## config.mk

```make
export PLATFORM = sky130hd
export DESIGN_NAME = ddnp_back
export DESIGN_NICKNAME = d
export VERILOG_FILES = /design/src/sv/depth_difference_nearest_pixel_unit_macros.svh /design/src/sv/ddnp_pkg.sv /design/src/sv/ddnp_back.sv
export SDC_FILE = /design/constraint.sdc
export NUM_CORES = 1
export LEC_CHECK = 0
export BUFFER_PORTS_ARGS = -buffer_cell sky130_fd_sc_hd__buf_2
export CAP_MARGIN = 20
export CORE_MARGIN = 2
export CORE_UTILIZATION = 50
export DETAILED_ROUTE_END_ITERATION = 6
export PLACE_DENSITY = 0.69
export SLEW_MARGIN = 30
export SYNTH_ARGS = -nofsm -noshare
export SYNTH_HDL_FRONTEND = slang
export SYNTH_SLANG_ARGS = --single-unit
```

## constraint.sdc

```tcl
create_clock -name i_clk -period 22.6 [get_ports i_clk]
set_input_delay 6.78 -clock i_clk [delete_from_list [all_inputs] [get_ports i_clk]]
set_output_delay 6.78 -clock i_clk [all_outputs]
set_load 0.01 [all_outputs]
```

## src/sv/depth_difference_nearest_pixel_unit_macros.svh

```systemverilog
// Assertion helpers for the file that checks this block.
`ifndef DEPTH_DIFFERENCE_NEAREST_PIXEL_UNIT_MACROS_SVH
`define DEPTH_DIFFERENCE_NEAREST_PIXEL_UNIT_MACROS_SVH

// Same-cycle implication, checked on i_clk, off while i_rst_n is low.
`define DDNP_ASSERT_IMP(lbl, ante, cons, msg) \
    lbl: assert property (@(posedge i_clk) disable iff (!i_rst_n) (ante) |-> (cons)) \
        else $error(msg);

// Next-cycle implication, checked on i_clk, off while i_rst_n is low.
`define DDNP_ASSERT_NEXT(lbl, ante, cons, msg) \
    lbl: assert property (@(posedge i_clk) disable iff (!i_rst_n) (ante) |=> (cons)) \
        else $error(msg);

`endif

```

## src/sv/ddnp_pkg.sv

```systemverilog
package ddnp_pkg;

    // Image geometry and depth format
    localparam int IMAGE_WIDTH  = 512;
    localparam int IMAGE_HEIGHT = 512;
    localparam int DEPTH_BITS   = 24;

    // Field widths
    localparam int SAMPLE_W = 24;
    localparam int ADDR_W   = 18;
    localparam int STORE_DEPTH = 1 << ADDR_W;
    localparam int DIFF_W   = 25;
    localparam int COL_W    = $clog2(IMAGE_WIDTH);
    localparam int ROW_W    = ADDR_W;
    localparam int COLOFF_W = 9;
    localparam int ROWOFF_W = 10;
    localparam int COORD_W  = 33;
    localparam int SCALE_W  = 24;
    localparam int PROD_W   = ROWOFF_W + SCALE_W + 1;
    localparam int OUT_DATA_W = 128;

    localparam logic [SCALE_W-1:0] SCALE_RESET = SCALE_W'(65536);

    // Far-plane code, all ones at DEPTH_BITS
    localparam logic [32:0] FAR_PLANE = (33'd1 << DEPTH_BITS) - 33'd1;

    // Front-to-back queue
    localparam int QUEUE_DEPTH = 4;
    localparam int QPTR_W      = $clog2(QUEUE_DEPTH);
    localparam int QCNT_W      = QPTR_W + 1;

    // Classified pixel handed from front to back
    typedef struct packed {
        logic                     compare;
        logic                     last;
        logic                     far;
        logic [ADDR_W-1:0]        idx;
        logic [COL_W-1:0]         col;
        logic [ROW_W-1:0]         row;
        logic signed [DIFF_W-1:0] diff;
    } t_item;

    // Queue status seen by the front
    typedef struct packed {
        logic [QCNT_W-1:0] count;
        logic              push;
    } t_q_status;

    // Frame result before scaling
    typedef struct packed {
        logic                       found;
        logic [ADDR_W-1:0]          idx;
        logic signed [COLOFF_W-1:0] col_off;
        logic signed [ROWOFF_W-1:0] row_off;
        logic signed [DIFF_W-1:0]   min_diff;
    } t_result;

endpackage

```

## src/sv/ddnp_back.sv

```systemverilog
module ddnp_back (
    input  logic                                  i_clk,
    input  logic                                  i_rst_n,
    input  logic                                  i_q_valid,
    input  ddnp_pkg::t_item                       i_q_item,
    output logic                                  o_pop,
    input  logic [ddnp_pkg::SCALE_W-1:0]          i_inv_scale,
    output logic                                  o_valid,
    input  logic                                  i_ready,
    output logic                                  o_found,
    output logic [ddnp_pkg::OUT_DATA_W-1:0]       o_data
);

    // Running best of the frame
    logic                               r_best_valid;
    logic signed [ddnp_pkg::DIFF_W-1:0] r_best_diff;
    logic [ddnp_pkg::ADDR_W-1:0]        r_best_idx;
    logic [ddnp_pkg::COL_W-1:0]         r_best_col;
    logic [ddnp_pkg::ROW_W-1:0]         r_best_row;

    logic                               take;
    logic                               upd_valid;
    logic signed [ddnp_pkg::DIFF_W-1:0] upd_diff;
    logic [ddnp_pkg::ADDR_W-1:0]        upd_idx;
    logic [ddnp_pkg::COL_W-1:0]         upd_col;
    logic [ddnp_pkg::ROW_W-1:0]         upd_row;
    logic [ddnp_pkg::ADDR_W-1:0]        col_full;
    logic [ddnp_pkg::ROW_W-1:0]         row_full;

    logic               produce;
    logic               out_free;
    logic               res_adv;
    logic               res_ready;
    ddnp_pkg::t_result  n_res;

    // Result stage and output register
    logic               r_res_valid;
    ddnp_pkg::t_result  r_res;
    logic               r_out_valid;
    logic               r_out_found;
    logic [ddnp_pkg::OUT_DATA_W-1:0] r_out_data;

    logic signed [ddnp_pkg::SCALE_W:0]  scale_s;
    logic signed [ddnp_pkg::PROD_W-1:0] x_prod;
    logic signed [ddnp_pkg::PROD_W-1:0] y_prod;

    // Handshake between queue, result stage and output
    assign out_free  = !r_out_valid || i_ready;
    assign res_adv   = r_res_valid && out_free;
    assign res_ready = !r_res_valid || out_free;
    assign produce   = i_q_item.compare && i_q_item.last;
    assign o_pop     = i_q_valid && (!produce || res_ready);

    // Best update: strict less-than keeps the earlier pixel on ties
    assign take = i_q_item.compare && !i_q_item.far &&
                  (!r_best_valid || (i_q_item.diff < r_best_diff));

    always_comb begin
        upd_valid = r_best_valid || take;
        upd_diff  = take ? i_q_item.diff : r_best_diff;
        upd_idx   = take ? i_q_item.idx  : r_best_idx;
        upd_col   = take ? i_q_item.col  : r_best_col;
        upd_row   = take ? i_q_item.row  : r_best_row;
    end

    // Centred offsets, wrapped to their field widths
    always_comb begin
        col_full = ddnp_pkg::ADDR_W'(upd_col) - ddnp_pkg::ADDR_W'(ddnp_pkg::IMAGE_WIDTH / 2);
        row_full = upd_row + ddnp_pkg::ROW_W'(1) -
                   ddnp_pkg::ROW_W'(ddnp_pkg::IMAGE_HEIGHT / 2);
        n_res.found    = upd_valid;
        n_res.idx      = upd_idx;
        n_res.col_off  = col_full[ddnp_pkg::COLOFF_W-1:0];
        n_res.row_off  = row_full[ddnp_pkg::ROWOFF_W-1:0];
        n_res.min_diff = upd_valid ? upd_diff : '0;
    end

    always_ff @(posedge i_clk) begin
        if (!i_rst_n) begin
            r_best_valid <= 1'b0;
            r_best_diff  <= '0;
            r_best_idx   <= '0;
            r_best_col   <= '0;
            r_best_row   <= '0;
        end else if (o_pop) begin
            r_best_idx <= upd_idx;
            r_best_col <= upd_col;
            r_best_row <= upd_row;
            if (i_q_item.last) begin
                r_best_valid <= 1'b0;
                r_best_diff  <= '0;
            end else begin
                r_best_valid <= upd_valid;
                r_best_diff  <= upd_diff;
            end
        end
    end

    // Result stage
    always_ff @(posedge i_clk) begin
        if (!i_rst_n) begin
            r_res_valid <= 1'b0;
        end else if (o_pop && produce) begin
            r_res_valid <= 1'b1;
        end else if (res_adv) begin
            r_res_valid <= 1'b0;
        end
    end

    always_ff @(posedge i_clk) begin
        if (o_pop && produce) begin
            r_res <= n_res;
        end
    end

    // Scale by the reciprocal, then register
    assign scale_s = $signed({1'b0, i_inv_scale});
    assign x_prod  = ddnp_pkg::PROD_W'(r_res.col_off) * ddnp_pkg::PROD_W'(scale_s);
    assign y_prod  = ddnp_pkg::PROD_W'(r_res.row_off) * ddnp_pkg::PROD_W'(scale_s);

    always_ff @(posedge i_clk) begin
        if (!i_rst_n) begin
            r_out_valid <= 1'b0;
        end else if (res_adv) begin
            r_out_valid <= 1'b1;
        end else if (i_ready) begin
            r_out_valid <= 1'b0;
        end
    end

    always_ff @(posedge i_clk) begin
        if (res_adv) begin
            r_out_found <= r_res.found;
            r_out_data  <= {r_res.min_diff,
                            y_prod[ddnp_pkg::COORD_W-1:0],
                            x_prod[ddnp_pkg::COORD_W-1:0],
                            r_res.row_off,
                            r_res.col_off,
                            r_res.idx};
        end
    end

    assign o_valid = r_out_valid;
    assign o_found = r_out_found;
    assign o_data  = r_out_data;

endmodule
```

=== Word level (Yosys, flattened, before mapping) ===
Cells that the tools add are included.

* Bits in registers: 265
* Input bits: 101
* Output and inout bits: 131
* Word-level logic and storage cells: 48

* Add/subtract/negate cells: 3
* Multipliers: 2
* Magnitude comparators: 1
* Mux-type cells: 10
* Reduce and logical (&&, ||, !) cells: 18

{| class="wikitable"
|+ Operators by type and width
! kind !! number
|-
| $mux W25 || 2
|-
| $mux W18 || 2
|-
| $mul A10 B25 Y33 || 1
|-
| $mul A9 B25 Y33 || 1
|-
| $lt A25 B25 Y1 || 1
|-
| $add A10 B1 Y10 const B || 1
|-
| $sub A10 B9 Y10 const B || 1
|-
| $mux W9 || 1
|-
| $sub A9 B9 Y9 const B || 1
|-
| $logic_and A1 B1 Y1 || 6
|-
| $logic_not A1 Y1 || 5
|-
| $logic_or A1 B1 Y1 || 5
|-
| $mux W1 || 5
|-
| $reduce_bool A2 Y1 || 2
|}

=== Depth between registers and ports, before layout ===
Gate-level depths: netlist of run 1.

* Word-level depth: 7
* Gate-level depth with buffers: 23
* Gate-level depth less buffers: 21

=== Worst setup path after synthesis of run 1 ===
No wires, ideal clock.

* Kind: input to output
* Start point: input i_ready
* End point: output o_pop
* Arrival time: 7.836 ns
* Data required time: 15.820 ns
* Path slack: 7.984 ns
* Cell stages on the path: 5
* Path buffers: 1
* Path through: nor2b_1 > nand2_1 > o21ai_1 > inv_1 > clkbuf_1

* Cells in the longest elaborated chain, start to end: 4

{| class="wikitable"
|+ RTL lines
! element !! RTL line !! source
|-
| start: declaration || ddnp_back.sv:9 || <nowiki>input logic i_ready,</nowiki>
|-
| $logic_or A1 B1 Y1 || ddnp_back.sv:48 || <nowiki>assign out_free = !r_out_valid || i_ready;</nowiki>
|-
| $logic_or A1 B1 Y1 || ddnp_back.sv:50 || <nowiki>assign res_ready = !r_res_valid || out_free;</nowiki>
|-
| $logic_or A1 B1 Y1 || ddnp_back.sv:52 || <nowiki>assign o_pop = i_q_valid && (!produce || res_ready);</nowiki>
|-
| $logic_and A1 B1 Y1 || ddnp_back.sv:52 ||
|-
| end: declaration || ddnp_back.sv:6 || <nowiki>output logic o_pop,</nowiki>
|}

No other way between the ends.

=== Worst setup path in the final report of run 1 ===
Same ends and word-level chain as after synthesis.

==> metrics, run 1 <==
Post-Layout Inst Area 28000 um^2; first-pass GRT wire length 95800 um; fin. max-slew vios 0; largest net degree at the start of global routing 93; crit path DAT 7.96 ns; CTS tree done; Ys Warns 0; CP max stage cell nor2b_1; Top FF cell, synth edfxtp_1; total grt overflow 0; pwr dens 93.9 nW/um^2; commonest cells after routing, fill and taps aside inv_1 (415), nand2_1 (370), fa_1 (330), buf_2 (223), and2_1 (195); Setup Skew 0.0251 ns; clock power share 18.4%; Clk pin slew, worst setup/hold paths 0.06 ns; Detailed Routing Iterations Pass 1 5; post-DR wirelength/cell 17.0 um; Area Overhead vs Synth 10.2%; # rows 82; Post-synth EDFFs 192; Buf/Inv on CP 4; VDD IR max 0.0812 mV; Mapped Area 25400 um^2; Slew HR 33.1%; Psw 1.06 mW; # nets final 3303; Final Critical Period 14.74 ns; Synth Net Count 3165; family with the most delay on the worst path buffers and inverters; sw frac 40.2%; Setup crit start kind primary input; Mapped Cells 2543; r2r endpoint o_data[101]$_DFFE_PP_; total global-route track usage 22.3%; Fin. Hold Viols 0; initial antenna violation count 14; Placement Cell Area 27000 um^2; Initial Utilization 50.7%; Die Y 229 um; clk buf depth 3; Total Wirelength 57600 um; R2R depth 21; Yosys cell types 63; type of the worst min-delay path flop to flop; hold endpoint o_data[5]$_DFFE_PP_; R2R Path Start r_res[27]$_DFFE_PP_; RSZ-0062 raised after global routing no; final count of negative-setup-slack endpoints 0; Leak 12.9 nW; leading cell type in the layout, fill and taps excluded inv_1; crit path cell chain buf_2 -> nor2b_1 -> nand2_1 -> o21ai_4 -> inv_1 -> buf_4 -> buf_2; Setup Fix Bufs, Post-CTS 0; critical path startpoint i_ready; Power Internal 1.57 mW; hpwl dp 41400 um; MaxCap Viol Count 0; CTS Hold Bufs 0; CP max FO 33; worst slew pin tran 1.00 ns; die area 52700 um^2; Async SR Flop Fraction 0%; Total Neg Setup Slack 0 ns; WS Path Type primary input to output port; CTS Sinks 257; Worst Setup End Kind output port; ANT nets after route 0; Yosys reg bits 257; CTS H-Tree Depth 1; GPL Wtd Cong 0.847; vias in the first global route 19670; layout cells sized above 1 12.3%; crit share post-route 65.2%; Synth Area per Inst 10.0 um^2; worst min-delay path startpoint r_res[49]$_DFFE_PP_; Buffers on Ports 223; Reg power frac 24.2%; achievable clock frequency 0.0679 GHz; Req. time, crit path 15.82 ns; Critical Path Most Common Cell buf_2; Largest stage delay, worst path 0.27 ns; status completed; Ports 232; Resized cells post-CTS 0; TritonCTS Buffers 28; vias per cell 5.43; initial DRC count 994; clk root buf clkbuf_16; Clock Latency Late Sink 0.58 ns; residual DRC count 0; Core Area 50200 um^2; vias 18374; Seq/Total Area, Yosys 27.8%; flop2flop setup slack 16.12 ns; hold path cells 0; Die W 229 um; Comb power frac 57.4%
[worst max-delay path by stage]
stage	slack, ns	depth (start not counted)	endpoint
floorplan	7.98	5	o_pop
global placement	7.88	7	o_pop
detailed placement	7.85	7	o_pop
CTS	7.85	7	o_pop
global route	7.80	7	o_pop
finish	7.86	7	o_pop
[power groups by stage]
stage	clock, mW	combinational [mW]	sequential [mW]
final	0.484	1.51	0.637
after global routing	0.514	1.75	0.641
after CTS	0.497	1.53	0.637
after detailed placement	0	1.52	0.647
after global placement	0	1.48	0.646
after floorplan	0	1.19	0.652
[cell usage after synthesis (all sizes together) (39+ instances only)]
master	n	area (um^2)
fa	330	6610
nand3	46	230
edfxtp	192	5770
ha	191	2390
a21oi	80	408
nor2b	39	244
and2	195	1220
nand2	370	1390
clkbuf	109	409
inv	416	1560
mux2i	45	450
dfxtp	65	1300
xnor2	46	403
[state kept, by name, summed over array words and instances (netlist names)]
register	cells
o_valid	1
r_best_valid	1
o_data	128
r_best_col	9
r_best_idx	18
r_res_valid	1
r_best_row	10
r_res	63
o_found	1
r_best_diff	25
[logic make-up after synthesis]
| group | share of synthesized area [%] |
|---|---|
| and+or+nand+nor | 16.2 |
| AOI/OAI and AO/OA | 6.86 |
| muxes | 3.01 |
| adders and majority gates | 35.4 |
| DFF | 27.8 |
| buffers and inverters | 8.31 |
| xor gates and xnor gates | 2.45 |
[per-stage QoR]
stage	hold slack, ns	power (mW)	util, %	instances	setup slack [ns]
2_1_floorplan	0.400	1.84	-	2543	7.98
3_3_place_gp	0.401	2.13	53.8	3323	7.88
3_5_place_dp	0.405	2.17	53.8	3323	7.85
4_1_cts	0.416	2.67	55.8	3375	7.85
5_1_grt	0.424	2.90	55.8	3380	7.80
6_report	0.416	2.63	55.8	3384	7.86
[area by class of cell]
cell class,instances,area (um^2)
Clock buffer,38,833
Multi-Input combinational cell,1737,16300
Inverter,417,1570
Sequential cell,257,7070
Tap cell,672,841
Timing Repair Buffer,240,1240
Antenna cell,9,22.5
Clock inverter,14,150
Fill cell,4383,22200
[routing by layer]
layer  GRT usage [%]  share of wire [%]  wire (um)
met4            7.47                2.9       1670
met3            4.46                6.4       3700
met1            26.6                 39      22600
met2            40.1                 51      29500
met5               0              0.099         57
[worst reg2reg max path: cells and delay by family (launching register included)]
family,cells,cell delay (ns)
buf+inv,5,0.27
compound gates,7,1.54
mux,1,0.13
simple gates,2,0.45
flops,1,0.99
fa+ha+maj,6,2.86
(Power assumes the default switching activity.)
==> run 2, diff against run 1 <==
PLACE_DENSITY = 0.72   (was 0.69)
clock period = 13.12 ns   (was 22.6 ns; I/O delays follow)
==> run 2 against run 1 <==
Effect of this change:
- count of clock-buffer cells in the layout did not move
- worst hold slack got worse by 0.0040 ns
- critical path depth is 15 higher
- combinational power rose by 74%
- die area unchanged
- critical path type is now primary input to flop
- sequential power up 73%
- final area up 0.12%
- first-iteration DRC count shrank 1.2%
==> metrics, run 2 (same netlist as run 1, synthesis figures left out) <==
GPL Wtd Cong 0.841; layout cells sized above 1 12.6%; largest net degree at the start of global routing 93; Req. time, crit path 13.44 ns; Largest stage delay, worst path 0.57 ns; total grt overflow 0; Setup Fix Bufs, Post-CTS 0; Clock Latency Late Sink 0.58 ns; first-pass GRT wire length 97000 um; Comb power frac 57.6%; CP endpoint o_data[101]$_DFFE_PP_; Detailed Routing Iterations Pass 1 5; achievable clock frequency 0.107 GHz; die area 52700 um^2; residual DRC count 0; vias in the first global route 20087; hpwl dp 41700 um; status completed; ANT nets after route 0; sw frac 40.5%; vias 18559; met3 usage 4.94%; R2R Path Start r_res[27]$_DFFE_PP_; Setup Skew 0.00925 ns; Die Y 229 um; Non-Filler Instances 3389; grt met1 use 26.6%; total global-route track usage 22.5%; Core Area 50200 um^2; Resized cells post-CTS 0; Pwr Total 4.55 mW; r2r endpoint o_data[101]$_DFFE_PP_; Min Hold Slack 0.412 ns; clk buf depth 3; CTS tree done; type of the worst min-delay path flop to flop; initial DRC count 982; Total Wirelength 58200 um; # nets final 3309; Total Neg Setup Slack 0 ns; crit path setup slack, layout 3.81 ns; Area Overhead vs Synth 10.4%; met2 Use GR 40.5%; Ports 232; crit path DAT 9.63 ns; Final Critical Period 9.31 ns; Most Crowded Layer GR met2; initial antenna violation count 12; crit path cell chain buf_2 -> nand2_1 -> fa_1 -> inv_1 -> fa_1 -> inv_1 -> fa_1 -> inv_1 -> fa_1 -> inv_1 -> fa_1 -> inv_1 -> ha_1 -> o21a_1 -> o2111ai_1 -> o211ai_1 -> and3_1 -> o211ai_2 -> a211oi_2 -> o211ai_2 -> mux2i_1 -> a2111o_1; CP max stage cell fa_1; R2R depth 21; Placement Cell Area 27000 um^2; Initial Utilization 50.7%; TritonCTS Buffers 29; CTS Hold Bufs 0; Setup crit start kind primary input; CP max FO 19; CTS H-Tree Depth 1; # rows 82; RSZ-0062 raised after global routing no; Leak 12.9 nW; Buffers on Ports 223; WS Path Type primary input to flop; VDD IR max 0.119 mV; final count of negative-setup-slack endpoints 0; Reg power frac 24.1%; post-DR wirelength/cell 17.2 um; crit share post-route 70.9%; fillcell total 4325; Clk pin slew, worst setup/hold paths 0.06 ns; Worst Setup End Kind flop; flop2flop setup slack 6.56 ns; Post-Layout Inst Area 28100 um^2; leading cell type in the layout, fill and taps excluded inv_1; clock power share 18.4%; clk root buf clkbuf_16; Psw 1.84 mW; Largest register FFs 128; Core Util, Final 55.9%; commonest cells after routing, fill and taps aside inv_1 (415), nand2_1 (370), fa_1 (330), buf_2 (223), and2_1 (195); critical path startpoint i_inv_scale[7]; Power Internal 2.71 mW; CTS Sinks 257; pre-CTS setup slack 3.22 ns; fin. max-slew vios 0; Die W 229 um; worst slew pin tran 1.04 ns; MaxCap Viol Count 0; pwr dens 162 nW/um^2; Placed Cells 3325; Fin. Hold Viols 0; Slew HR 31.0%; vias per cell 5.48
[run 2: how the worst min path moves through the flow]
stage	cells past startpoint	slack [ns]	start	end
2_1_floorplan	0	0.40	r_res[44]$_DFFE_PP_	o_data[0]$_DFFE_PP_
4_1_cts	0	0.41	r_res[46]$_DFFE_PP_	o_data[2]$_DFFE_PP_
5_1_grt	0	0.42	r_res[0]$_SDFFCE_PP0P_	o_data[103]$_DFFE_PP_
3_5_place_dp	0	0.40	r_res[44]$_DFFE_PP_	o_data[0]$_DFFE_PP_
3_3_place_gp	0	0.40	r_res[59]$_DFFE_PP_	o_data[15]$_DFFE_PP_
6_report	0	0.41	r_res[46]$_DFFE_PP_	o_data[2]$_DFFE_PP_
[run 2: cell type report]
class                   count  area [um^2]  share of cell area [%]
repair buffers            245         1300                    4.63
diodes                      8         20.0                  0.0714
clock buffers              38          811                    2.89
well taps                 672          841                    3.00
clock inverters            15          159                   0.566
inverters                 417         1570                    5.58
flip-flops and latches    257         7070                    25.2
multi-input cells        1737        16300                    58.1
[run 2: critical path, delay by kind of cell]
family                     cells  cell delay [ns]
and+or+nand+nor                2             0.44
buffers and inverters          6             0.64
AOI/OAI and AO/OA              7             1.55
muxes                          1             0.15
adders and majority gates      6             2.91
[run 2: per-layer routing]
layer	share of wire, %	vias up
li1	-	8475
met1	39	9410
met4	2.7	12
met2	51	540
met3	7.0	122
met5	0.13	-
[run 2: power by group through the flow]
| stage | Combinational [mW] | Clock (mW) | Sequential, mW |
|---|---|---|---|
| after floorplan | 2.05 | 0 | 1.12 |
| after global placement | 2.56 | 0 | 1.11 |
| after detailed placement | 2.64 | 0 | 1.12 |
| after CTS | 2.66 | 0.857 | 1.10 |
| after global routing | 3.03 | 0.885 | 1.10 |
| final | 2.62 | 0.836 | 1.10 |
