File: src/sv/depth_difference_nearest_pixel_unit_macros.svh
// Assertion helpers for the file that checks this block.
`ifndef DEPTH_DIFFERENCE_NEAREST_PIXEL_UNIT_MACROS_SVH
`define DEPTH_DIFFERENCE_NEAREST_PIXEL_UNIT_MACROS_SVH

// Same-cycle implication, checked on i_clk, off while i_rst_n is low.
`define DDNP_ASSERT_IMP(lbl, ante, cons, msg) \
    lbl: assert property (@(posedge i_clk) disable iff (!i_rst_n) (ante) |-> (cons)) \
        else $error(msg);

// Next-cycle implication, checked on i_clk, off while i_rst_n is low.
`define DDNP_ASSERT_NEXT(lbl, ante, cons, msg) \
    lbl: assert property (@(posedge i_clk) disable iff (!i_rst_n) (ante) |=> (cons)) \
        else $error(msg);

`endif

File: src/sv/ddnp_pkg.sv
package ddnp_pkg;

    // Image geometry and depth format
    localparam int IMAGE_WIDTH  = 512;
    localparam int IMAGE_HEIGHT = 512;
    localparam int DEPTH_BITS   = 24;

    // Field widths
    localparam int SAMPLE_W = 24;
    localparam int ADDR_W   = 18;
    localparam int STORE_DEPTH = 1 << ADDR_W;
    localparam int DIFF_W   = 25;
    localparam int COL_W    = $clog2(IMAGE_WIDTH);
    localparam int ROW_W    = ADDR_W;
    localparam int COLOFF_W = 9;
    localparam int ROWOFF_W = 10;
    localparam int COORD_W  = 33;
    localparam int SCALE_W  = 24;
    localparam int PROD_W   = ROWOFF_W + SCALE_W + 1;
    localparam int OUT_DATA_W = 128;

    localparam logic [SCALE_W-1:0] SCALE_RESET = SCALE_W'(65536);

    // Far-plane code, all ones at DEPTH_BITS
    localparam logic [32:0] FAR_PLANE = (33'd1 << DEPTH_BITS) - 33'd1;

    // Front-to-back queue
    localparam int QUEUE_DEPTH = 4;
    localparam int QPTR_W      = $clog2(QUEUE_DEPTH);
    localparam int QCNT_W      = QPTR_W + 1;

    // Classified pixel handed from front to back
    typedef struct packed {
        logic                     compare;
        logic                     last;
        logic                     far;
        logic [ADDR_W-1:0]        idx;
        logic [COL_W-1:0]         col;
        logic [ROW_W-1:0]         row;
        logic signed [DIFF_W-1:0] diff;
    } t_item;

    // Queue status seen by the front
    typedef struct packed {
        logic [QCNT_W-1:0] count;
        logic              push;
    } t_q_status;

    // Frame result before scaling
    typedef struct packed {
        logic                       found;
        logic [ADDR_W-1:0]          idx;
        logic signed [COLOFF_W-1:0] col_off;
        logic signed [ROWOFF_W-1:0] row_off;
        logic signed [DIFF_W-1:0]   min_diff;
    } t_result;

endpackage

File: src/sv/ddnp_queue.sv
module ddnp_queue (
    input  logic                  i_clk,
    input  logic                  i_rst_n,
    input  logic                  i_push,
    input  ddnp_pkg::t_item       i_item,
    input  logic                  i_pop,
    output logic                  o_valid,
    output ddnp_pkg::t_item       o_item,
    output ddnp_pkg::t_q_status   o_status
);

    ddnp_pkg::t_item                r_mem [ddnp_pkg::QUEUE_DEPTH];
    logic [ddnp_pkg::QPTR_W-1:0]    r_wr_ptr;
    logic [ddnp_pkg::QPTR_W-1:0]    r_rd_ptr;
    logic [ddnp_pkg::QCNT_W-1:0]    r_count;

    // Storage, no reset needed
    always_ff @(posedge i_clk) begin
        if (i_push) begin
            r_mem[r_wr_ptr] <= i_item;
        end
    end

    // Pointers and fill count
    always_ff @(posedge i_clk) begin
        if (!i_rst_n) begin
            r_wr_ptr <= '0;
            r_rd_ptr <= '0;
            r_count  <= '0;
        end else begin
            if (i_push) begin
                r_wr_ptr <= r_wr_ptr + 1'b1;
            end
            if (i_pop) begin
                r_rd_ptr <= r_rd_ptr + 1'b1;
            end
            r_count <= r_count + ddnp_pkg::QCNT_W'(i_push) - ddnp_pkg::QCNT_W'(i_pop);
        end
    end

    assign o_valid        = (r_count != '0);
    assign o_item         = r_mem[r_rd_ptr];
    assign o_status.count = r_count;
    assign o_status.push  = i_push;

endmodule

File: config.mk
export PLATFORM = sky130hd
export DESIGN_NAME = ddnp_queue
export DESIGN_NICKNAME = d
export VERILOG_FILES = /design/src/sv/depth_difference_nearest_pixel_unit_macros.svh /design/src/sv/ddnp_pkg.sv /design/src/sv/ddnp_queue.sv
export SDC_FILE = /design/constraint.sdc
export NUM_CORES = 1
export LEC_CHECK = 0
export BUFFER_PORTS_ARGS = -buffer_cell sky130_fd_sc_hd__buf_2
export CAP_MARGIN = 10
export CORE_MARGIN = 8
export CORE_UTILIZATION = 60
export CTS_CLUSTER_DIAMETER = 120
export CTS_CLUSTER_SIZE = 40
export DETAILED_ROUTE_END_ITERATION = 8
export GPL_TIMING_DRIVEN = 0
export HOLD_SLACK_MARGIN = 0.05
export MAX_ROUTING_LAYER = met4
export PLACE_DENSITY = 0.79
export REMOVE_ABC_BUFFERS = 1
export SETUP_SLACK_MARGIN = 0.05
export SYNTH_ARGS = -nofsm -noshare
export SYNTH_HDL_FRONTEND = slang
export SYNTH_SLANG_ARGS = --single-unit
File: constraint.sdc
create_clock -name i_clk -period 5.88 [get_ports i_clk]
set_input_delay 1.764 -clock i_clk [delete_from_list [all_inputs] [get_ports i_clk]]
set_output_delay 1.764 -clock i_clk [all_outputs]
set_load 0.02 [all_outputs]
Word level (Yosys, flattened, before mapping) --
Memories as Yosys holds them, arrays and structs flattened. A register that Yosys moved wholly into a read port is not among the register bits. Index checks and enable logic that the tools add are counted.
Word-level totals: bits in registers 7, RAM bits 292, input bits 77, output and inout port bits 78, logic and storage cells 13, memories kept 1
Cells by class: add/subtract/negate cells 4, mux-type cells 4, reductions and logical operators 1
Memory list:
- r_mem | words 4, bits a word 73, rd ports 1, clocked after Yosys merged registers in 1, wr ports 1, line ddnp_queue.sv:12 | ddnp_pkg::t_item r_mem [ddnp_pkg::QUEUE_DEPTH];
Operators with widths (number):
- 2-bit by 1-bit adder with 2-bit output (second input constant) | 2
- 2-bit 2-to-1 mux | 2
- 3-bit by 1-bit adder with 3-bit output | 1
- 3-bit nonzero test | 1
- 3-bit by 1-bit subtractor with 3-bit output | 1
- 1-bit 2-to-1 mux | 2

Logic depth before layout (Yosys ltp) --
Gate-level depths: netlist of run 1.
depth after elaboration 3, depth in mapped cells 7, gate-level depth less buffers 7

Least setup slack after synthesis of run 1 --
Ideal clock, no wire load.
path kind input to register, start input i_push, end memory r_mem[0][0] (netlist bit), enable pin, setup time 0.439 ns, arrival 3.471 ns, data required time 5.441 ns, path slack 1.970 ns, stages 1, path buffers 0, cell sequence and2_1
On the way: word-level cells in the longest chain between the ends 2
RTL lines:
- start, declared | line ddnp_queue.sv:4 | input logic i_push,
- 1-bit 2-to-1 mux | line ddnp_queue.sv:19 | if (i_push) begin
- 1-bit 2-to-1 mux (not written as such) | line ddnp_queue.sv:20 | r_mem[r_wr_ptr] <= i_item;
- end, declared | line ddnp_queue.sv:12
No other way between the ends.

==> results of run 1 <==
==> per-layer routing <==
| layer | wire length, um | part of all wire | vias up |
|---|---|---|---|
| met1 | 7867 | 0.42 | 2435 |
| met5 | 0 | 0 | - |
| met4 | 269 | 0.014 | 0 |
| met3 | 1243 | 0.066 | 14 |
| li1 | - | - | 2099 |
| met2 | 9386 | 0.50 | 158 |
==> kinds of logic after synthesis <==
logic type      share of synthesized area
mux                                0.1500
flops                              0.8096
xor+xnor                         0.003736
compound gates                   0.001358
simple gates                     0.006340
fa+ha+maj                        0.008603
buf+inv                           0.02038
==> cells in the mapped netlist <==
cell type / instances / area share
mux4_1: 1 / 0.0024
buf_12: 7 / 0.013
xnor2_1: 2 / 0.0016
buf_2: 7 / 0.0032
inv_1: 7 / 0.0024
nand3b_1: 1 / 0.00068
dfxtp_1: 9 / 0.016
a21oi_1: 1 / 0.00045
edfxtp_1: 292 / 0.79
and2_1: 6 / 0.0034
nor2_1: 5 / 0.0017
xor3_1: 1 / 0.0022
buf_4: 1 / 0.00068
or3_1: 1 / 0.00057
fa_1: 1 / 0.0018
ha_1: 6 / 0.0068
a21bo_2: 1 / 0.00091
buf_6: 1 / 0.0010
mux4_2: 72 / 0.15
mux2i_1: 1 / 0.00091
clkbuf_2: 1 / 0.00045
==> worst paths after layout <==
check        cells after the start  slack [ns]                     to
max                              3        1.66             o_item[32]
min                              2        0.55              flip-flop
max reg2reg                      4        4.10  r_mem[0][5]$_DFFE_PP_
min reg2reg                      2        0.55              flip-flop
==> flip-flops by register name, summed over array words and instances (netlist names), named ones only <==
register  count
r_wr_ptr      2
r_rd_ptr      2
r_count       3
r_mem       292
==> layout make-up <==
type                       count  area (um2)  share of cell area
inverter                       7       26.28            0.002119
antenna                        1       2.502           0.0002018
clock buffer                  13       282.8             0.02281
tap                          229       286.5             0.02311
clock inverter                 1       20.02            0.001615
sequential                   301        8956              0.7223
multi-input combinational     99        1889              0.1524
timing repair buffer         160       935.9             0.07548
==> metrics by stage <==
| stage | TNS (ns) | hold WS, ns | setup WS (ns) |
|---|---|---|---|
| 5_1_grt | 0 | 0.5719 | 1.491 |
| 2_1_floorplan | 0 | 0.4993 | 0.1954 |
| 4_1_cts | 0 | 0.5495 | 1.559 |
| 3_5_place_dp | 0 | 0.5210 | 1.963 |
| 3_3_place_gp | -76.40 | 0.5103 | -1.296 |
| 6_report | 0 | 0.5480 | 1.663 |
==> worst max-delay path, stage by stage (launching register included) <==
cell and delay, ns:
dfxtp_4 0.81, buf_16 0.36, mux4_2 0.57, buf_2 0.18
==> report_power, final <==
| group | internal [W] | total, W | leakage, nW | switching, W |
|---|---|---|---|---|
| Clock | 0.000357 | 0.000924 | 0.148 | 0.000566 |
| Sequential | 0.00246 | 0.00251 | 2.76 | 0.0000474 |
| Combinational | 0.000220 | 0.000505 | 1.22 | 0.000285 |
==> flow_summary.yaml, run 1 <==
routing:
  drt_iter0_drc: 293
  vias_per_cell: 5.803
  drt_wl_total_um: 18770
  final_antenna_net_count: 0
  wl_per_cell_um: 23.14
  drc: 0
  drtPass1Iterations: 4
  dr_total_vias: 4706
yosys:
  netlist_instances: 424
  ys.warnings.count: 0
  ys_types: 21
  netlist_area_um2: 11050
  avgSynthCellArea_um2: 26.07
  seq_area_frac_synth: 0.8096
  synth_seq_cells: 301
cells_and_area:
  fin_nets: 664
  mostFrequentLayoutCell: "edfxtp_1"
  drive_above_1_share: 0.4320
  syn_to_final_growth_pct: 12.18
  mostFrequentLayoutCells: "edfxtp_1 (292), buf_2 (154), mux4_2 (72)"
  n_fill_cell: 1113
  instances_no_fill: 811
  stdcell_area_um2: 12400
  post-route-util: 0.6879
floorplanning:
  start_util: 0.6132
  die_h_um: 151.7
  ioPinCount: 155
  dieArea_um2: 23020
  num_rows: 49
  core_um2: 18020
  fp.dieW_um: 151.7
clocking:
  cts_setup_buffers: 0
  cts_root_buf: "clkbuf_16"
  cts_made_buffers: 11
  cts_tree: "yes"
  clock-sinks: 301
  cts_buffer_depth: 3
  postCtsHoldBufs: 0
  htreeDepth: 1
  clk_pin_slew_worst_paths_ns: 0.13
  clk_latency_ns: 0.48
  ctsResizeCount: 0
place:
  port_buffers: 154
  dpl_cell_area_um2: 12090
  dp.cells: 796
  hpwl_um: 11980
  gp_congestion: 0.7300
hold_path:
  hold_class: "flip-flop to flip-flop"
  holdCritStartpoint: "r_rd_ptr[0]$_SDFFE_PN0P_"
sta:
  fmax_mhz: 237.2
  relSlewSlack: 0.5356
  tightest_slew_ns: 0.6966
  hold_violations: 0
  fin_worst_skew_ns: 0.01859
  grt_setup_unrepaired: "no"
  period_needed_ns: 4.217
  slew_violations: 0
  finalCritPeriodShare: 0.7171
  setup_viol: 0
global_routing:
  grt_pass1_wl_um: 28720
  grt_pass1_vias: 5041
  met1_usage: 0.2316
  grt_start_max_net_pins: 44
  top_usage_layer: "met2"
  gr-usage-met3: 0.02376
  grt_usage: 0.1701
  met2_usage: 0.2739
  antenna_found_initial: 1
  grt_overflow: 0
pwr:
  ir_drop_v: 0.0003033
  power.density_nw_per_um2: 317.5
  p_leak_nw: 4.128
  finalPower_w: 0.003937
critical_path:
  reg2reg_from: "r_wr_ptr[0]$_SDFFE_PN0P_"
  cp-end-kind: "output port"
  cp.required_ns: 4.12
  worstPathArrival_ns: 2.45
  cp_max_fo: 41
  crit_path_start_kind: "flip-flop"
  critPathKind: "flip-flop to output port"
outcome:
  status: "complete, no violations"
run:
  cap_violations: 0
(Power assumes the default switching activity.)
==> run 2, diff against run 1 <==
CORE_UTILIZATION = 51   (was 60)
PLACE_DENSITY = 0.71   (was 0.79)
clock period = 3.53 ns   (was 5.88 ns; I/O delays follow)
==> flow_summary.yaml, run 2 (synthesized netlist as in run 1, its figures left out) <==
critical_path:
  rrSetupSlack_ns: 1.73
  cp_max_fo: 30
  path_cells: "buf_16 -> buf_16 -> mux4_2 -> buf_2"
  worst_path_max_delay_cell: "mux4_2"
  cp-end-kind: "output port"
  path_delay_family: "buffers and inverters"
  critPathKind: "flip-flop to output port"
  cp.required_ns: 2.47
  reg2reg_from: "r_wr_ptr[0]$_SDFFE_PN0P_"
  r2r_end: "r_mem[0][13]$_DFFE_PP_"
  cpMostUsedCell: "buf_16"
  worstPathArrival_ns: 2.15
  slowest_delay_ns: 0.56
  critPathBufInv: 3
  rr_worst_depth: 4
  crit_path_start_kind: "flip-flop"
routing:
  met2WireLength_um: 10220
  met1_length_um: 7637
  final_antenna_net_count: 0
  dr_total_vias: 4759
  drc: 0
  drtPass1Iterations: 4
  vias_per_cell: 5.508
  drt_iter0_drc: 274
  top_layer: "met4"
  wl_met3_um: 1212
  wl_per_cell_um: 22.34
  drt_wl_total_um: 19300
clocking:
  ctsResizeCount: 0
  cts_tree: "yes"
  cts_made_buffers: 11
  cts_root_buf: "clkbuf_16"
  clk_pin_slew_worst_paths_ns: 0.13
  postCtsHoldBufs: 0
  clock-sinks: 301
  clk_latency_ns: 0.48
  cts_buffer_depth: 3
  htreeDepth: 1
pwr:
  p_leak_nw: 4.146
  power.density_nw_per_um2: 528.1
  ir_drop_v: 0.0004324
cells_and_area:
  mostFrequentLayoutCells: "edfxtp_1 (292), buf_2 (154), mux4_2 (72)"
  largest_reg_flops: 292
  fin_nets: 666
  drive_above_1_share: 0.4340
  top_register: "r_mem"
  top_regs: "r_mem (292), r_count (3)"
  mostFrequentLayoutCell: "edfxtp_1"
  n_fill_cell: 1532
  syn_to_final_growth_pct: 13.07
  instances_no_fill: 864
outcome:
  status: "complete, no violations"
floorplanning:
  core_um2: 21550
  fp.dieW_um: 163.2
  ioPinCount: 155
  num_rows: 54
  dieArea_um2: 26640
  start_util: 0.5128
  die_h_um: 163.2
run:
  cap_violations: 0
place:
  dp.cells: 848
  gp_congestion: 0.7080
  port_buffers: 154
  hpwl_um: 12030
hold_path:
  hold_class: "flip-flop to flip-flop"
  min_path_cells: 2
  holdCritStartpoint: "r_rd_ptr[1]$_SDFFE_PN0P_"
global_routing:
  grt_usage: 0.1505
  grt_pass1_vias: 5337
  grt_overflow: 0
  grt_start_max_net_pins: 58
  grt_pass1_wl_um: 29850
  antenna_found_initial: 1
sta:
  grt_setup_unrepaired: "no"
  fmax_mhz: 311.9
  setup_viol: 0
  tightest_slew_ns: 0.6113
  hold_violations: 0
  slew_violations: 0
  relSlewSlack: 0.5925
  fin_worst_skew_ns: 0.01841
  period_needed_ns: 3.206
  fin_hold_ws_ns: 0.5445
  finalCritPeriodShare: 0.9081
-- run 2: changes by cell type in the layout (fill, tap and decap cells not counted), sizes merged --
cell | before | now
buf | 160 | 162
-- run 2: power by group --
group	internal, W	switching (W)	total [W]
logic	0.000374	0.000502	0.000876
clock network	0.000595	0.000978	0.00157
registers	0.00410	0.0000513	0.00415
total	0.00507	0.00153	0.00660
-- run 2: per-stage QoR --
step	setup WS [ns]	power, W	utilization	cell area, um2	setup TNS, ns
after floorplan	-1.450	0.004789	-	10850	-97.28
after global placement	-2.918	0.005122	0.5556	11980	-541.54
after CTS	0.2528	0.006674	0.5798	12500	0
after global routing	0.1695	0.006850	0.5799	12500	0
after detailed placement	0.5045	0.005134	0.5654	12190	0
final	0.3243	0.006600	0.5799	12500	0
-- run 2: worst max-delay path by stage --
stage                    from    endpoint  depth (start not counted)
finish              flip-flop  o_item[22]                          4
global route        flip-flop  o_item[25]                          4
CTS                 flip-flop  o_item[22]                          4
floorplan           flip-flop  o_item[72]                          1
detailed placement  flip-flop  o_item[25]                          4
global placement    flip-flop  o_item[72]                          2
-- run 2: repair_timing --
action | CTS | global route
endpoints found under the setup margin | 29 | 0
setup buffers | 1 | 0
endpoints found under the hold margin | 0 | 0
-- run 2: cell type report --
cell class	count	area, um2	share of cell area
flip-flops and latches	301	8956	0.7166
multi-input cells	99	1889	0.1512
repair buffers	162	970.9	0.07769
well taps	280	350.3	0.02803
clock buffers	13	282.8	0.02262
inverters	7	26.28	0.002102
clock inverters	1	20.02	0.001602
diodes	1	2.502	0.0002002
-- run 2: per-layer routing --
metal	track usage	vias to the layer above
met5	-	-
met4	0.02585	0
met3	0.03528	18
met2	0.2639	121
met1	0.1769	2515
li1	-	2105
-- run 2: worst register-to-register path, stage by stage (launching register included) --
cell and delay (ns):
dfxtp_1 0.38, inv_1 0.10, ha_1 0.16, and2_4 0.54, buf_16 0.31
==> run 3, diff against run 2 <==
CORE_UTILIZATION = 37   (was 51)
PLACE_DENSITY = 0.54   (was 0.71)
==> flow_summary.yaml, run 3 (synthesized netlist as in run 1, its figures left out) <==
floorplanning:
  num_rows: 63
  ioPinCount: 155
  die_h_um: 188.8
  start_util: 0.3739
  core_um2: 29560
  fp.dieW_um: 188.8
  dieArea_um2: 35660
critical_path:
  path_cells: "buf_16 -> mux4_2 -> buf_2"
  worst_path_max_delay_cell: "dfxtp_4"
  critPathKind: "flip-flop to output port"
  rrSetupSlack_ns: 1.73
  slowest_delay_ns: 0.59
  worstPathArrival_ns: 2.11
  cp-end-kind: "output port"
  setup.worst_path.end: "o_item[56]"
  cp.required_ns: 2.47
  cp_max_fo: 27
  r2r_end: "r_mem[2][34]$_DFFE_PP_"
  rr_worst_depth: 4
  reg2reg_from: "r_wr_ptr[0]$_SDFFE_PN0P_"
  crit_path_start_kind: "flip-flop"
place:
  port_buffers: 154
  dpl_cell_area_um2: 12320
  dp.cells: 958
  hpwl_um: 13040
  gp_congestion: 0.6592
routing:
  final_antenna_net_count: 0
  drtPass1Iterations: 4
  dr_total_vias: 4752
  vias_per_cell: 4.859
  drc: 0
  drt_wl_total_um: 20920
  wl_per_cell_um: 21.39
  drt_iter0_drc: 237
clocking:
  cts_root_buf: "clkbuf_16"
  ctsResizeCount: 0
  cts_tree: "yes"
  cts_made_buffers: 11
  clock-sinks: 301
  clk_pin_slew_worst_paths_ns: 0.13
  htreeDepth: 1
  cts_setup_buffers: 0
  clk_latency_ns: 0.49
  postCtsHoldBufs: 0
  cts_buffer_depth: 3
global_routing:
  grt_start_max_net_pins: 51
  grt_usage: 0.1187
  grt_pass1_vias: 5395
  grt_pass1_wl_um: 31860
  antenna_found_initial: 3
  grt_overflow: 0
cells_and_area:
  post-route-util: 0.4290
  mostFrequentLayoutCell: "edfxtp_1"
  drive_above_1_share: 0.4359
  stdcell_area_um2: 12680
  fin_nets: 666
  syn_to_final_growth_pct: 14.73
  instances_no_fill: 978
  largest_reg_flops: 292
  top_regs: "r_mem (292), r_count (3)"
  top_register: "r_mem"
  mostFrequentLayoutCells: "edfxtp_1 (292), buf_2 (154), mux4_2 (72)"
sta:
  relSlewSlack: 0.5872
  slew_violations: 0
  finalCritPeriodShare: 0.8990
  grt_setup_unrepaired: "no"
  tightest_slew_ns: 0.6192
  fin_tns_setup_ns: 0
  setup_viol: 0
  hold_violations: 0
  fmax_mhz: 315.1
  fin_worst_skew_ns: 0.009881
  period_needed_ns: 3.173
run:
  cap_violations: 0
pwr:
  power.density_nw_per_um2: 528.4
  finalPower_w: 0.006701
  ir_drop_v: 0.0003764
  p_leak_nw: 4.163
hold_path:
  min_path_cells: 2
  hold_class: "flip-flop to flip-flop"
outcome:
  status: "complete, no violations"
[run 3: cell type report]
type | count | area (um2)
fill | 2550 | 16880
sequential | 301 | 8956
multi-input combinational | 99 | 1889
timing repair buffer | 162 | 983.4
tap | 390 | 488.0
clock buffer | 13 | 282.8
clock inverter | 3 | 47.55
inverter | 7 | 26.28
antenna | 3 | 7.507
[run 3: worst min path at each step]
stage                                         from   endpoint  slack [ns]
after detailed placement  r_rd_ptr[1]$_SDFFE_PN0P_  flip-flop        0.53
final                     r_rd_ptr[1]$_SDFFE_PN0P_  flip-flop        0.55
after floorplan           r_rd_ptr[1]$_SDFFE_PN0P_  flip-flop        0.50
after global routing      r_rd_ptr[0]$_SDFFE_PN0P_  flip-flop        0.59
after global placement    r_rd_ptr[1]$_SDFFE_PN0P_  flip-flop        0.51
after CTS                 r_rd_ptr[1]$_SDFFE_PN0P_  flip-flop        0.55
[run 3: through the flow]
step                setup slack [ns]  hold WS (ns)
floorplan                     -1.450        0.4993
global placement              -3.035        0.5112
detailed placement            0.6441        0.5276
CTS                          0.09120        0.5483
global route                  0.2107        0.5858
finish                        0.3566        0.5471
[run 3: report_power, final]
group,total [W],internal [W],leakage (nW),switching (W)
sequential,0.00416,0.00410,2.76,0.0000657
clock,0.00166,0.000667,0.161,0.000991
combinational,0.000878,0.000377,1.24,0.000502
[run 3: worst max-delay path: cells and delay by family (launching register included)]
family | cells | cell delay [ns]
multiplexers | 1 | 0.55
buffers and inverters | 2 | 0.45
flip-flops | 1 | 0.59
[run 3: layer usage]
| metal | routed length [um] | part of all wire | track usage | vias up |
|---|---|---|---|---|
| met1 | 8642 | 0.41 | 0.1426 | 2522 |
| met5 | 0 | 0 | - | - |
| met3 | 1305 | 0.062 | 0.03087 | 13 |
| met4 | 211 | 0.010 | 0.01954 | 0 |
| met2 | 10760 | 0.51 | 0.2030 | 112 |
| li1 | - | - | - | 2105 |
